--- src/hdl/kmeans_color_quantizer_top_macros.svh ---
// assertion macros used by the sequencing state machine of the k-means color quantizer
`ifndef KMEANS_COLOR_QUANTIZER_TOP_MACROS_SVH
`define KMEANS_COLOR_QUANTIZER_TOP_MACROS_SVH
`ifndef SYNTHESIS
`define KCQ_ASSERT_SAME(label, ante, cons, msg) \
    label: assert property (@(posedge clk) disable iff (!rst_n) (ante) |-> (cons)) \
        else $error(msg);
`define KCQ_ASSERT_NEXT(label, ante, cons, msg) \
    label: assert property (@(posedge clk) disable iff (!rst_n) (ante) |=> (cons)) \
        else $error(msg);
`else
`define KCQ_ASSERT_SAME(label, ante, cons, msg)
`define KCQ_ASSERT_NEXT(label, ante, cons, msg)
`endif
`endif

--- src/hdl/kcq_pkg.sv ---
// shared constants, types and functions of the k-means color quantizer
`default_nettype none
package kcq_pkg;

    localparam int NUM_CENTROIDS = 16;
    localparam int MAX_PIXELS    = 65536;
    localparam int REPORT_MAX    = 16;
    localparam int REPORT_N      = (NUM_CENTROIDS < REPORT_MAX) ? NUM_CENTROIDS : REPORT_MAX;
    localparam int CEN_W         = $clog2(NUM_CENTROIDS);
    localparam int PIX_AW        = $clog2(MAX_PIXELS);
    localparam int CNT_W         = PIX_AW + 1;
    localparam int SUM_W         = PIX_AW + 8;
    localparam int DIST_W        = 18;
    localparam int ROOT_W        = DIST_W + 1;
    localparam int ITER_W        = 8;
    localparam logic [ITER_W-1:0] ITER_RESET = 8'd100;

    localparam logic KIND_CENTROID = 1'b0;
    localparam logic KIND_LABEL    = 1'b1;

    typedef enum logic [1:0] {
        OP_LOAD_PIXEL    = 2'd0,
        OP_LOAD_CENTROID = 2'd1,
        OP_RUN           = 2'd2,
        OP_READ_LABEL    = 2'd3
    } op_t;

    typedef enum logic [3:0] {
        ST_IDLE,
        ST_READ_OUT,
        ST_PASS_CHECK,
        ST_PASS_START,
        ST_ASSIGN,
        ST_DRAIN,
        ST_UPD_LOAD,
        ST_UPD_DIV,
        ST_UPD_WRITE,
        ST_PASS_END,
        ST_REPORT
    } ctrl_state_t;

    typedef struct packed {
        logic [1:0]  operation;
        logic [7:0]  blue;
        logic [7:0]  green;
        logic [7:0]  red;
        logic [3:0]  centroid_slot;
        logic [15:0] pixel_address;
        logic        clear_pixels;
    } in_item_t;

    typedef struct packed {
        logic       result_kind;
        logic [7:0] out_blue;
        logic [7:0] out_green;
        logic [7:0] out_red;
        logic [3:0] cluster_index;
        logic [7:0] passes_done;
        logic       converged;
        logic       last;
    } out_item_t;

    typedef struct packed {
        logic load_pixel;
        logic load_centroid;
        logic run_begin;
        logic read_issue;
        logic read_load;
        logic pass_start;
        logic issue;
        logic div_load;
        logic div_step;
        logic upd_write;
        logic set_conv;
        logic report_load;
    } ctrl_cmd_t;

    typedef struct packed {
        logic issue_more;
        logic pipe_busy;
        logic cnt_zero;
        logic div_last;
        logic cj_last;
        logic rep_last;
        logic changed;
        logic at_limit;
        logic out_free;
    } dp_status_t;

    typedef struct packed {
        logic [DIST_W-1:0] rem;
        logic [ROOT_W-1:0] res;
    } root_t;

    // one digit of the bitwise integer square root, digit weight 4**k
    function automatic root_t sqrt_step(input root_t s, input int k);
        logic [ROOT_W-1:0] b;
        logic [ROOT_W-1:0] t;
        root_t             r;
        b = ROOT_W'(1) << (2 * k);
        t = s.res + b;
        r = s;
        if ({1'b0, s.rem} >= t) begin
            r.rem = s.rem - DIST_W'(t);
            r.res = (s.res >> 1) + b;
        end else begin
            r.res = s.res >> 1;
        end
        return r;
    endfunction

endpackage
`default_nettype wire

--- src/hdl/kcq_ctrl.sv ---
// sequencing state machine of the k-means color quantizer
`default_nettype none
`include "kmeans_color_quantizer_top_macros.svh"
module kcq_ctrl (
    input  wire logic               clk,
    input  wire logic               rst_n,
    input  wire logic               in_valid,
    input  wire logic [1:0]         in_op,
    output logic                    in_ready,
    output kcq_pkg::ctrl_cmd_t      cmd,
    input  wire kcq_pkg::dp_status_t status
);

    kcq_pkg::ctrl_state_t state_reg;
    kcq_pkg::ctrl_state_t state_next;

    always_ff @(posedge clk or negedge rst_n) begin
        if (!rst_n) begin
            state_reg <= kcq_pkg::ST_IDLE;
        end else begin
            state_reg <= state_next;
        end
    end

    always_comb
    begin
        state_next = state_reg;
        cmd        = '0;
        in_ready   = 1'b0;
        case (state_reg)
            kcq_pkg::ST_IDLE:
            begin
                in_ready = 1'b1;
                if (in_valid) begin
                    case (kcq_pkg::op_t'(in_op))
                        kcq_pkg::OP_LOAD_PIXEL:    cmd.load_pixel = 1'b1;
                        kcq_pkg::OP_LOAD_CENTROID: cmd.load_centroid = 1'b1;
                        kcq_pkg::OP_RUN:
                        begin
                            cmd.run_begin = 1'b1;
                            state_next    = kcq_pkg::ST_PASS_CHECK;
                        end
                        kcq_pkg::OP_READ_LABEL:
                        begin
                            cmd.read_issue = 1'b1;
                            state_next     = kcq_pkg::ST_READ_OUT;
                        end
                        default: ;
                    endcase
                end
            end
            kcq_pkg::ST_READ_OUT:
            begin
                if (status.out_free) begin
                    cmd.read_load = 1'b1;
                    state_next    = kcq_pkg::ST_IDLE;
                end
            end
            kcq_pkg::ST_PASS_CHECK:
            begin
                state_next = status.at_limit ? kcq_pkg::ST_REPORT : kcq_pkg::ST_PASS_START;
            end
            kcq_pkg::ST_PASS_START:
            begin
                cmd.pass_start = 1'b1;
                state_next     = kcq_pkg::ST_ASSIGN;
            end
            kcq_pkg::ST_ASSIGN:
            begin
                if (status.issue_more) begin
                    cmd.issue = 1'b1;
                end else begin
                    state_next = kcq_pkg::ST_DRAIN;
                end
            end
            kcq_pkg::ST_DRAIN:
            begin
                if (!status.pipe_busy) begin
                    state_next = kcq_pkg::ST_UPD_LOAD;
                end
            end
            kcq_pkg::ST_UPD_LOAD:
            begin
                cmd.div_load = 1'b1;
                state_next   = status.cnt_zero ? kcq_pkg::ST_UPD_WRITE : kcq_pkg::ST_UPD_DIV;
            end
            kcq_pkg::ST_UPD_DIV:
            begin
                cmd.div_step = 1'b1;
                if (status.div_last) begin
                    state_next = kcq_pkg::ST_UPD_WRITE;
                end
            end
            kcq_pkg::ST_UPD_WRITE:
            begin
                cmd.upd_write = 1'b1;
                state_next    = status.cj_last ? kcq_pkg::ST_PASS_END : kcq_pkg::ST_UPD_LOAD;
            end
            kcq_pkg::ST_PASS_END:
            begin
                if (!status.changed) begin
                    cmd.set_conv = 1'b1;
                    state_next   = kcq_pkg::ST_REPORT;
                end else begin
                    state_next = kcq_pkg::ST_PASS_CHECK;
                end
            end
            kcq_pkg::ST_REPORT:
            begin
                if (status.out_free) begin
                    cmd.report_load = 1'b1;
                    if (status.rep_last) begin
                        state_next = kcq_pkg::ST_IDLE;
                    end
                end
            end
            default:
            begin
                state_next = kcq_pkg::ST_IDLE;
            end
        endcase
    end

    // new transactions only once the distance pipeline has emptied
    `KCQ_ASSERT_SAME(a_ready_pipe_empty, in_ready, !status.pipe_busy, "accept while pipeline busy")
    `KCQ_ASSERT_NEXT(a_report_ends, (state_reg == kcq_pkg::ST_REPORT) && status.out_free && status.rep_last, state_reg == kcq_pkg::ST_IDLE, "report did not end after last centroid")
    `KCQ_ASSERT_SAME(a_no_zero_divide, cmd.div_step, !status.cnt_zero, "mean divide on empty cluster")

endmodule
`default_nettype wire

--- config.mk ---
export PLATFORM = sky130hd
export DESIGN_NAME = kcq_ctrl
export DESIGN_NICKNAME = d
export VERILOG_FILES = /design/src/hdl/kcq_pkg.sv /design/src/hdl/kcq_ctrl.sv
export VERILOG_INCLUDE_DIRS = /design/src /design/src/hdl
export SDC_FILE = /design/constraint.sdc
export NUM_CORES = 1
export LEC_CHECK = 0
export BUFFER_PORTS_ARGS = -buffer_cell sky130_fd_sc_hd__buf_4
export CAP_MARGIN = 10
export CORE_MARGIN = 5
export CORE_UTILIZATION = 44
export DETAILED_ROUTE_END_ITERATION = 12
export PLACE_DENSITY = 0.79
export SLEW_MARGIN = 30
export SYNTH_ARGS = -nofsm -noshare
export SYNTH_HDL_FRONTEND = slang
export SYNTH_SLANG_ARGS = --single-unit
--- constraint.sdc ---
create_clock -name clk -period 1.9 [get_ports clk]
set_clock_uncertainty 0.1 [all_clocks]
set_input_delay 0.095 -clock clk [delete_from_list [all_inputs] [get_ports clk]]
set_output_delay 0.095 -clock clk [all_outputs]
set_load 0.03 [all_outputs]
==> metrics <==
final max-slew violation count=0; CP Buf/Inv Count=1; fraction of final layout cells sized beyond drive strength 1=0.5146; fin crit period=around 1800 ps; clock-pin transition on the worst setup and hold timing paths=roughly 40 ps; Max Clk Rate=0.5560 GHz; cell type with the highest aggregate area in the netlist=dfrtp_1; Vias per Instance=5.737; Fin. Hold Viols=0; Worst setup startpoint=state_reg[1]; total area of multi-input combinational cells=457.9 µm²; leakage dissipation=0.4160 nW; Die Width=46.05 µm; cell breakdown of the critical path=nor4_4 > nand2_2 > nor3b_1 > buf_4; final-layout worst hold slack=~79 ps; Worst-Margin Slew=347.5 ps; Worst EP arrival=1600 ps; total inserted antenna cells=0; class of the tightest hold or removal check=in -> async; TritonCTS clock tree=yes; Gate Count Post-Synth=68; via count of the first global-routing pass=approximately 630; number of nets with antenna violations after routing=0; nature of the critical path startpoint=register; DRC errors left=0; worst voltage drop across the vdd grid=0.0008084 V; critical path capture point=cmd[9]; length in cells of the worst reg-to-reg path=4; EDFF count, synth=0; clk buf depth=2; netlist area before placement=571.8 µm²; first-pass GRT wire length=2829 µm; commonest cells in the netlist=nor2_1 (8), nand2_1 (7), dfrtp_1 (4), nand2b_1 (4); register area share after synthesis=0.1751; total number of cells along the worst setup path=4; sum of negative setup slack=0 ps; half-perimeter wire length after detailed placement=1402 µm; Top-Level Pins=27; area added between synthesis and finish=57.33%; First-pass DRT Iterations=4; number of warning messages in the yosys log=0; core region area=1269 µm²; Starting Density=0.4507; longest individual stage delay on the worst path=470 ps; count of input and output buffers=26; final setup violation count=0; CTS buffer count=3; result of the run=completed; vias after detailed routing=approximately 680; family of cells with the greatest summed delay on the critical path=simple AND/OR/NAND/NOR gates; Core Rows=13; worst-skew pair later-pin latency=240 ps; worst reg2reg endpoint=state_reg[2]; number of flip-flops in the largest register=4; Fill cells=110; Power Total=approximately 1.4 mW; Slowest-stage cell, CP=dfrtp_2; normalized max-slew margin=0.7677; area of the die=approximately 2100 µm²; aggregate global routing overflow=0; data required time at the worst endpoint=1700 ps; CTS HTree Levels=1; mean instance size in the synthesized netlist=8.409 µm²; Clock Sinks=4; most used standard cell by instance count after synthesis=nor2_1; top cell type's share of synthesized area=0.1751; Yosys reg bits=4; number of nets produced by synthesis=82; die height=46.05 µm; sort of element at the end of the critical path=output pin; post-synthesis async set-or-reset flop share=1.000; pin count of the biggest net entering global routing=14; cell types occupying the most area after synthesis=dfrtp_1 (18%), mux2_4 (5.3%), nor2_1 (5.3%); worst-case register-to-register setup slack=120 ps; clock tree root driver cell=clkbuf_4; net total in the final layout=119; CP max FO=8; top_reg_cell synth=dfrtp_1; routed wirelength normalized by instance count=~16 µm; final weighted congestion in routability-driven placement=0.8900; number of DRC violations after detailed-routing iteration 0=22; worst setup path class=reg -> out; number of antenna violations at the first check in global routing=0; Tcrit/Tclk final=0.9466; Max Cap Viol=0; global-route usage over all layers=0.1855; power density normalized to cell area=1591 nW/µm²; count of different cell masters after synthesis=34; Seq. cell area=103.9 µm²; final wirelength=slightly below 2000 µm; launching point of the worst reg2reg path=state_reg[0]
## cell type report
class	count	area share
Clock buffer	3	0.02503
Inverter	1	0.004172
Multi-Input combinational cell	58	0.5090
Sequential cell	4	0.1154
Tap cell	15	0.02086
Timing Repair Buffer	37	0.3255
## power by group
part | switching [mW] | internal (mW)
Combinational | 0.536 | 0.549
Clock | 0.0395 | 0.0710
Sequential | 0.102 | 0.133
Total | 0.678 | 0.753
## cell families (layout without fill, tap and decap cells)
group           Yosys count  after routing  synth area share
compound gates           15             15            0.2648
buf+inv                   6             41           0.05906
mux                       4              4           0.08972
xor+xnor                  1              1           0.01532
flops                     4              4            0.1751
simple gates             38             38            0.3961
## worst register-to-register path, stage by stage (launching register included)
cell,delay [ps]
dfrtp_2,440
mux2_4,320
a32oi_4,280
o211ai_1,140
a221o_1,370
## through the flow
stage | setup slack, ps | area (µm²) | util | instances
floorplan | -342.0 | 578.1 | - | 68
global placement | 126.3 | 842.1 | 0.6637 | 113
detailed placement | 89.27 | 842.1 | 0.6637 | 113
CTS | 72.22 | 883.3 | 0.6963 | 118
global route | -15.52 | 899.6 | 0.7091 | 118
finish | 101.5 | 899.6 | 0.7091 | 118
## how the worst min path moves through the flow
stage | from | to | slack (ps) | cells past startpoint
after floorplan | rst_n | state_reg[0] | -300 | 0
after detailed placement | rst_n | state_reg[3] | -210 | 1
after global placement | rst_n | state_reg[1] | -210 | 1
after global routing | rst_n | state_reg[0] | 90 | 2
final | rst_n | state_reg[0] | 80 | 2
after CTS | rst_n | state_reg[0] | 80 | 2
## placed cells by master (no fill, tap or decap), types with 2 or more instances in the layout
cell type   n
nor2b_1     3
a221o_1     2
nand2b_1    4
nor2_1      8
nor3_1      3
buf_4      35
nand2_1     6
clkbuf_4    3
nor4b_2     2
dfrtp_2     3
nor3b_1     2
and3_1      3
mux2_4      2
o211a_1     2
a21oi_1     2
## per-layer routing
metal | share of wire | vias to the layer above | track usage
met5 | 0 | - | 0
met4 | 0.0083 | 0 | 0.1080
met3 | 0.095 | 4 | 0.02344
met2 | 0.49 | 38 | 0.2967
met1 | 0.40 | 304 | 0.2353
li1 | - | 331 | -
## repair_timing
action                                  CTS  global route
endpoints found under the setup margin    4             3
buffers inserted                          1             0
gates resized for setup                   1             5
hold buffers                              1             0
pin swaps                                 1             1
endpoints found under the hold margin     4             0
Note: power is estimated with default switching activity, not from simulation.
